[src/rtl/lkvc_pkg.sv]
// Package with the shared types and constants of the LRU key-value cache.
`timescale 1ns / 1ps

package lkvc_pkg;

    localparam int KEY_W = 32;
    localparam int VAL_W = 32;
    localparam int CFG_W = 5;
    localparam logic [CFG_W-1:0] CFG_CAPACITY_RESET = 5'd16;

    typedef enum logic {
        FUNC_LOOKUP = 1'b0,
        FUNC_WRITE  = 1'b1
    } t_func;

    typedef struct packed {
        logic hit;
        logic val_we;
        logic val_re;
    } t_dir_status;

endpackage

[src/rtl/lkvc_if.sv]
// Valid/ready channel interfaces for requests and responses of the cache.
`timescale 1ns / 1ps

interface lkvc_req_if import lkvc_pkg::*; ();
    logic                     valid;
    logic                     ready;
    t_func                    func;
    logic signed [KEY_W-1:0]  key;
    logic signed [VAL_W-1:0]  value;

    modport source (output valid, output func, output key, output value, input ready);
    modport sink   (input valid, input func, input key, input value, output ready);
endinterface

interface lkvc_rsp_if import lkvc_pkg::*; ();
    logic                     valid;
    logic                     ready;
    logic                     hit;
    logic signed [VAL_W-1:0]  read_value;

    modport source (output valid, output hit, output read_value, input ready);
    modport sink   (input valid, input hit, input read_value, output ready);
endinterface

[src/rtl/lkvc_dir.sv]
// Directory of the cache: keys, valid bits, recency ranks and fill count.
`timescale 1ns / 1ps

module lkvc_dir import lkvc_pkg::*; #(
    parameter int ENTRIES = 16,
    localparam int SLOT_W = (ENTRIES > 1) ? $clog2(ENTRIES) : 1,
    localparam int CNT_W  = $clog2(ENTRIES + 1)
) (
    input  logic                    i_clk,
    input  logic                    i_rst_n,
    input  logic                    i_go,
    input  t_func                   i_func,
    input  logic [KEY_W-1:0]        i_key,
    input  logic [CFG_W-1:0]        i_capacity,
    output t_dir_status             o_status,
    output logic [SLOT_W-1:0]       o_slot
);

    localparam int RANK_W = SLOT_W;
    localparam int CMP_W  = (CNT_W > CFG_W) ? CNT_W : CFG_W;

    logic [KEY_W-1:0]   r_keys [ENTRIES];
    logic [ENTRIES-1:0] r_valid;
    logic [RANK_W-1:0]  r_rank [ENTRIES];
    logic [CNT_W-1:0]   r_count;

    logic [ENTRIES-1:0] n_valid;
    logic [RANK_W-1:0]  n_rank [ENTRIES];
    logic [CNT_W-1:0]   n_count;

    logic [ENTRIES-1:0] match;
    logic [ENTRIES-1:0] victim;
    logic [ENTRIES-1:0] valid_left;
    logic               hit;
    logic [SLOT_W-1:0]  hit_idx;
    logic [RANK_W-1:0]  hit_rank;
    logic [RANK_W-1:0]  old_rank;
    logic               full;
    logic               evict;
    logic               free_found;
    logic [SLOT_W-1:0]  free_idx;
    logic               insert;

    always_comb begin
        match    = '0;
        hit_idx  = '0;
        hit_rank = '0;
        victim   = '0;
        old_rank = RANK_W'(r_count - CNT_W'(1));
        for (int i = 0; i < ENTRIES; i++) begin
            match[i]  = r_valid[i] && (r_keys[i] == i_key);
            victim[i] = r_valid[i] && (r_rank[i] == old_rank);
            if (match[i]) begin
                hit_idx  = hit_idx | SLOT_W'(i);
                hit_rank = hit_rank | r_rank[i];
            end
        end
        hit = |match;
    end

    always_comb begin
        full = (r_count >= CNT_W'(ENTRIES))
            || ((i_capacity != '0) && (CMP_W'(r_count) >= CMP_W'(i_capacity)))
            || ((i_capacity == '0) && (r_count != '0));
        evict      = full && (r_count != '0);
        valid_left = evict ? (r_valid & ~victim) : r_valid;
        free_found = 1'b0;
        free_idx   = '0;
        for (int i = ENTRIES - 1; i >= 0; i--) begin
            if (!valid_left[i]) begin
                free_found = 1'b1;
                free_idx   = SLOT_W'(i);
            end
        end
        insert = i_go && (i_func == FUNC_WRITE) && !hit && free_found;
    end

    always_comb begin
        n_valid = r_valid;
        n_rank  = r_rank;
        n_count = r_count;
        if (i_go && hit) begin
            for (int i = 0; i < ENTRIES; i++) begin
                if (r_valid[i] && (r_rank[i] < hit_rank)) begin
                    n_rank[i] = r_rank[i] + RANK_W'(1);
                end
            end
            n_rank[hit_idx] = '0;
        end else if (i_go && (i_func == FUNC_WRITE) && free_found) begin
            for (int i = 0; i < ENTRIES; i++) begin
                if (valid_left[i]) begin
                    n_rank[i] = r_rank[i] + RANK_W'(1);
                end
            end
            n_valid           = valid_left;
            n_valid[free_idx] = 1'b1;
            n_rank[free_idx]  = '0;
            n_count           = evict ? r_count : r_count + CNT_W'(1);
        end
    end

    always_ff @(posedge i_clk) begin
        if (!i_rst_n) begin
            r_valid <= '0;
            r_count <= '0;
            for (int i = 0; i < ENTRIES; i++) begin
                r_rank[i] <= '0;
            end
        end else begin
            r_valid <= n_valid;
            r_count <= n_count;
            r_rank  <= n_rank;
        end
    end

    always_ff @(posedge i_clk) begin
        if (insert) begin
            r_keys[free_idx] <= i_key;
        end
    end

    assign o_slot          = ((i_func == FUNC_WRITE) && !hit) ? free_idx : hit_idx;
    assign o_status.hit    = hit;
    assign o_status.val_we = i_go && (i_func == FUNC_WRITE) && (hit || free_found);
    assign o_status.val_re = i_go && (i_func == FUNC_LOOKUP);

endmodule

[src/rtl/lru_key_value_cache.sv]
// Top level of the fully associative key-value cache with LRU replacement.
`timescale 1ns / 1ps
//
// Requests arrive on i_req (func, key, value) and lookups answer on o_rsp
// (hit, read_value). A transfer happens when valid and ready are both high.
// A lookup that hits returns the stored value and makes the entry the most
// recent; a miss returns all ones with hit clear. Writes update or insert
// and give no response; a full cache evicts its least recent entry.
// The capacity register is loaded from i_cfg_wdata when i_cfg_we is high.
// An accepted request is held in an input register, where the key compare,
// rank update and replacement are done, and the response lands in the output
// register: a lookup passes from the input register into the output register
// when the output register is free. One request is taken every cycle while
// no lookup waits for the output register; the single pass over the directory
// between the input and output registers sets that figure.
// When the receiver stalls with a response waiting, writes keep flowing and
// a lookup waits in the input register until the response is taken.
// Synchronous reset empties the cache and sets the capacity to 16.
//
module lru_key_value_cache import lkvc_pkg::*; #(
    parameter int ENTRIES = 16
) (
    input  logic              i_clk,
    input  logic              i_rst_n,
    input  logic              i_cfg_we,
    input  logic [CFG_W-1:0]  i_cfg_wdata,
    lkvc_req_if.sink          i_req,
    lkvc_rsp_if.source        o_rsp
);

    localparam int SLOT_W = (ENTRIES > 1) ? $clog2(ENTRIES) : 1;

    logic [CFG_W-1:0]  r_capacity;
    logic              r_in_valid;
    t_func             r_in_func;
    logic [KEY_W-1:0]  r_in_key;
    logic [VAL_W-1:0]  r_in_value;
    logic              r_out_valid;
    logic              r_out_hit;
    logic [VAL_W-1:0]  r_out_data;
    logic [VAL_W-1:0]  r_values [ENTRIES];

    logic              go;
    t_dir_status       status;
    logic [SLOT_W-1:0] slot;

    assign go = r_in_valid
             && ((r_in_func == FUNC_WRITE) || !r_out_valid || o_rsp.ready);
    assign i_req.ready = !r_in_valid || go;

    always_ff @(posedge i_clk) begin
        if (!i_rst_n) begin
            r_capacity  <= CFG_CAPACITY_RESET;
            r_in_valid  <= 1'b0;
            r_out_valid <= 1'b0;
        end else begin
            if (i_cfg_we) begin
                r_capacity <= i_cfg_wdata;
            end
            r_in_valid <= i_req.valid || (r_in_valid && !go);
            if (status.val_re) begin
                r_out_valid <= 1'b1;
            end else if (o_rsp.ready) begin
                r_out_valid <= 1'b0;
            end
        end
    end

    always_ff @(posedge i_clk) begin
        if (i_req.valid && i_req.ready) begin
            r_in_func  <= i_req.func;
            r_in_key   <= i_req.key;
            r_in_value <= i_req.value;
        end
    end

    lkvc_dir #(
        .ENTRIES (ENTRIES)
    ) u_dir (
        .i_clk      (i_clk),
        .i_rst_n    (i_rst_n),
        .i_go       (go),
        .i_func     (r_in_func),
        .i_key      (r_in_key),
        .i_capacity (r_capacity),
        .o_status   (status),
        .o_slot     (slot)
    );

    always_ff @(posedge i_clk) begin
        if (status.val_we) begin
            r_values[slot] <= r_in_value;
        end
        if (status.val_re) begin
            r_out_hit  <= status.hit;
            r_out_data <= status.hit ? r_values[slot] : '1;
        end
    end

    assign o_rsp.valid      = r_out_valid;
    assign o_rsp.hit        = r_out_hit;
    assign o_rsp.read_value = r_out_data;

endmodule

[src/flat_wrapper.sv]
// flat-port wrapper written by rule: the top's interface ports become plain ports
module lru_key_value_cache_flat import lkvc_pkg::*;
#(
    parameter int ENTRIES = 16
)
  (i_clk, i_rst_n, i_cfg_we, i_cfg_wdata, i_req_valid, i_req_func, i_req_key, i_req_value, i_req_ready, o_rsp_valid, o_rsp_hit, o_rsp_read_value, o_rsp_ready);
  lkvc_req_if i_req_i ();
  lkvc_rsp_if o_rsp_i ();
  input  logic i_clk;
  input  logic i_rst_n;
  input  logic i_cfg_we;
  input  logic [CFG_W-1:0] i_cfg_wdata;
  input wire logic [$bits(i_req_i.valid)-1:0] i_req_valid;
  input wire logic [$bits(i_req_i.func)-1:0] i_req_func;
  input wire logic [$bits(i_req_i.key)-1:0] i_req_key;
  input wire logic [$bits(i_req_i.value)-1:0] i_req_value;
  output wire logic [$bits(i_req_i.ready)-1:0] i_req_ready;
  output wire logic [$bits(o_rsp_i.valid)-1:0] o_rsp_valid;
  output wire logic [$bits(o_rsp_i.hit)-1:0] o_rsp_hit;
  output wire logic [$bits(o_rsp_i.read_value)-1:0] o_rsp_read_value;
  input wire logic [$bits(o_rsp_i.ready)-1:0] o_rsp_ready;
  assign i_req_i.valid = i_req_valid;
  assign i_req_i.func = i_req_func;
  assign i_req_i.key = i_req_key;
  assign i_req_i.value = i_req_value;
  assign i_req_ready = i_req_i.ready;
  assign o_rsp_valid = o_rsp_i.valid;
  assign o_rsp_hit = o_rsp_i.hit;
  assign o_rsp_read_value = o_rsp_i.read_value;
  assign o_rsp_i.ready = o_rsp_ready;
  lru_key_value_cache #(.ENTRIES(ENTRIES)) u_core (.i_clk(i_clk), .i_rst_n(i_rst_n), .i_cfg_we(i_cfg_we), .i_cfg_wdata(i_cfg_wdata), .i_req(i_req_i), .o_rsp(o_rsp_i));
endmodule
[config.mk]
export PLATFORM = sky130hd
export DESIGN_NAME = lru_key_value_cache_flat
export DESIGN_NICKNAME = d
export VERILOG_FILES = /design/src/rtl/lkvc_pkg.sv /design/src/rtl/lkvc_if.sv /design/src/rtl/lkvc_dir.sv /design/src/rtl/lru_key_value_cache.sv /design/src/flat_wrapper.sv
export SDC_FILE = /design/constraint.sdc
export NUM_CORES = 2
export LEC_CHECK = 0
export CAP_MARGIN = 10
export CELL_PAD_IN_SITES_DETAIL_PLACEMENT = 0
export CELL_PAD_IN_SITES_GLOBAL_PLACEMENT = 1
export CORE_UTILIZATION = 49
export CTS_CLUSTER_SIZE = 12
export DETAILED_ROUTE_END_ITERATION = 10
export DONT_BUFFER_PORTS = 1
export PLACE_DENSITY_LB_ADDON = 0.1
export SYNTH_ARGS = -nofsm -noshare
export SYNTH_HDL_FRONTEND = slang
export SYNTH_HIERARCHICAL = 1
export SYNTH_SLANG_ARGS = --single-unit
export TNS_END_PERCENT = 50
[constraint.sdc]
create_clock -name i_clk -period 6.7 [get_ports i_clk]
set_clock_uncertainty 0.05 [all_clocks]
set_input_delay 0.335 -clock i_clk [delete_from_list [all_inputs] [get_ports i_clk]]
set_output_delay 0.335 -clock i_clk [all_outputs]
set_load 0.02 [all_outputs]
==> run_results.csv <==
group,metric,value,unit
status,status,"finished clean",
global_route,grt-ovfl-total,0,
drt,routed_via_density,6.21,
pwr,vdd_ir_drop_max,0.000238,V
drt,drt-initial-drc-count,3803,
logic_synthesis,synth_top_family_by_area,"XOR/XNOR gates",
finish,area_growth,12.9,%
cts,post_cts_resized,0,
pwr,power_density,253,nW/um^2
cts,cts_max_level,4,
cts,clock-sinks,1214,
worst_setup_path,cp_slowest_cell,"edfxtp_1",
finish,layout.nets,4287,
drt,drc,0,
cts,root_buffer,"clkbuf_16",
worst_setup_path,reg2reg_slack,0.81,ns
cts,tritoncts,"done",
min_path,hp-class,"input port to flop",
global_route,grt_pass1_wl,239,mm
logic_synthesis,ys_types,99,
drt,vias,35600,
cts,clock_latency,0.74,ns
drt,ant_nets,0,
floorplanning,coreArea,113000,sq um
cts,clk_pin_slew,0.06,ns
placement,place_ws,0.932,ns
sta,fin_crit_sh,0.879,
logic_synthesis,ys_seq_area_frac,0.634,
worst_setup_path,endpoint_kind,"flop",
drt,routed_wirelength,165,mm
worst_setup_path,worst_setup_path_start_kind,"flop",
job,max-cap-violations,0,
sta,tns,0,ns
logic_synthesis,synth_ff_type,"edfxtp_1",
worst_setup_path,path_max_fanout,23,
cts,cts_made_buffers,132,
sta,slew_headroom,0.0846,
logic_synthesis,synth_compound_area_frac,0.0791,
sta,finalWorstSetupSlack,0.809,ns
drt,top_layer_used,"met4",
sta,layout_min_cycle_time,5.89,ns
logic_synthesis,syn_area,56000,sq um
min_path,hold_depth,2,
floorplanning,start_util,0.496,
sta,max_freq,170,MHz
logic_synthesis,synthMuxAreaShare,0.0522,
placement,place.gp.congestion,0.946,
logic_synthesis,synth-async-reset-ratio,0,
finish,final_cells,5731,
sta,hold_viol_final,0,
global_route,grt_max_degree,106,
floorplanning,num_io_pins,110,
logic_synthesis,synth-xor-area-share,0.0965,
floorplanning,row_count,123,
worst_setup_path,cp.required,7.23,ns
logic_synthesis,synthTopCellsByCount,"edfxtp_1, xnor2_1, nand4_1",
worst_setup_path,ff2ff_path_depth,14,
sta,worst_pin_slew,1.36,ns
worst_setup_path,path_class,"flop to flop",
cts,cts_buffer_depth,3,
logic_synthesis,synth_top_cell_area_share,0.601,
logic_synthesis,synthTopCellsByArea,"edfxtp_1, xnor2_1, dfxtp_1",
logic_synthesis,avgSynthCellArea,14.1,sq um
pwr,p_leak,19.7,nW
logic_synthesis,synth_edf_count,1122,
placement,portBuffers,0,
drt,firstDrtPassIters,6,
placement,dp.cells,5429,
global_route,antenna_found_initial,4,
logic_synthesis,yosysMostFrequentCell,"edfxtp_1",
global_route,grt_usage,0.283,
logic_synthesis,yosysWarnings,6,
drt,drt-met1-wl,75.8,mm
sta,setup_viol,0,
sta,rsz0062_at_grt,"false",
drt,wl_met2,72.5,mm
logic_synthesis,ys_ff_latch,1214,
sta,drv_slew,0,
drt,wl_met3,12.6,mm
floorplanning,dieArea,116000,sq um
worst_setup_path,crit_top_cell,"buf_4",
worst_setup_path,cpPeakStageDelay,0.99,ns
logic_synthesis,synth_area_leader_cell,"edfxtp_1",
logic_synthesis,synthCells,3982,
floorplanning,die_x,340,um
logic_synthesis,synthAdderAreaFrac,0.0159,
drt,wl_per_cell,28.8,um
floorplanning,chipHeight,340,um
logic_synthesis,yosys.area_share.simple,0.0963,
worst_setup_path,arrival,6.42,ns
placement,hpwlAfterDp,103,mm
worst_setup_path,path_cells,"buf_4 -> xnor2_1 -> nand4_1 -> nor4_1 -> and4_1 -> or4_1 -> nor4_2 -> and2_1 -> nand2_1 -> nand3_2 -> or3b_2 -> buf_4 -> o221a_2 -> o211ai_1",
finish,layout-drive-gt1-share,0.132,
global_route,grt_pass1_vias,34121,
logic_synthesis,syn_nets,4128,
## cell type report
class,count,area [sq um]
clock inverter,35,308
inverter,60,225
fill,9289,49700
multi-input combinational,2493,19300
sequential,1214,35500
antenna,1,2.50
clock buffer,188,3660
timing repair buffer,240,2380
tap,1500,1880
## timing repair
item / CTS / global route
hold buffers: 78 / 0
buffers inserted: 0 / 0
hold endpoints to repair: 131 / 0
## metrics by stage
stage / area (sq um) / util / hold WS (ns) / total power [W]
after floorplan: 56000 / - / 0.347 / 0.00897
after global placement: 58500 / 0.518 / 0.354 / 0.00922
after detailed placement: 58500 / 0.518 / 0.365 / 0.00923
after CTS: 63200 / 0.560 / 0.0177 / 0.0161
after global routing: 63300 / 0.560 / 0.0944 / 0.0164
final: 63300 / 0.560 / 0.0944 / 0.0160
## critical path, delay by kind of cell (launching register included)
family | cells | cell delay (ns)
buf+inv | 2 | 0.66
flops | 1 | 0.99
xor+xnor | 1 | 0.15
simple gates | 9 | 3.51
compound gates | 2 | 0.31
## where the power goes
| group | leakage, nW | total (W) | internal, W | switching, W |
|---|---|---|---|---|
| Combinational | 6.98 | 0.000717 | 0.000269 | 0.000448 |
| Sequential | 10.8 | 0.00840 | 0.00832 | 0.0000819 |
| Clock | 1.94 | 0.00687 | 0.00391 | 0.00296 |
## final timing paths
kind,startpoint,end
max,u_core/r_in_key[29],u_core/o_rsp.read_value[31]
min,i_rst_n,u_core/u_dir/r_rank[59]
max reg2reg,u_core/r_in_key[29],u_core/o_rsp.read_value[31]
min reg2reg,u_core/u_dir/r_rank[53],u_core/u_dir/r_rank[53]
## per-layer routing
metal,global-route usage,vias to the layer above
met4,0.0763,0
met2,0.422,1514
met1,0.429,18080
met3,0.0458,258
li1,-,15748
met5,0,-
## cell families after synthesis
family	after synthesis
compound gates	617
buf+inv	275
xor+xnor	578
fa+ha+maj	71
flops	1214
simple gates	991
mux	236
## flip-flops by register name (all words and copies together) (netlist names)
register and count:
u_core/u_dir/r_count 5, u_core/r_in_valid 1, u_core/r_in_key 32, u_core/u_dir/r_valid 16, u_core/r_in_value 32, u_core/o_rsp.hit 1
u_core/o_rsp.valid 1, u_core/u_dir/r_keys 512, u_core/o_rsp.read_value 32, u_core/r_capacity 5, u_core/r_values 512, u_core/u_dir/r_rank 64
u_core/r_in_func 1
## layout by cell type (no fill, tap or decap), types with 47 or more instances in the layout
cell type,instances
dfxtp_1,92
edfxtp_1,1122
nor3_1,62
dlygate4sd3_1,77
nand2_1,183
nor4_1,58
o21ai_0,108
nand4_1,254
xor2_1,56
inv_1,58
mux2_2,128
clkbuf_1,47
xnor2_1,498
nand2b_1,66
buf_4,133
nor2_1,114
nand3_1,85
ha_1,71
clkbuf_16,137
mux2i_1,74
a21oi_1,101
Note: power is estimated with default switching activity, not from simulation.
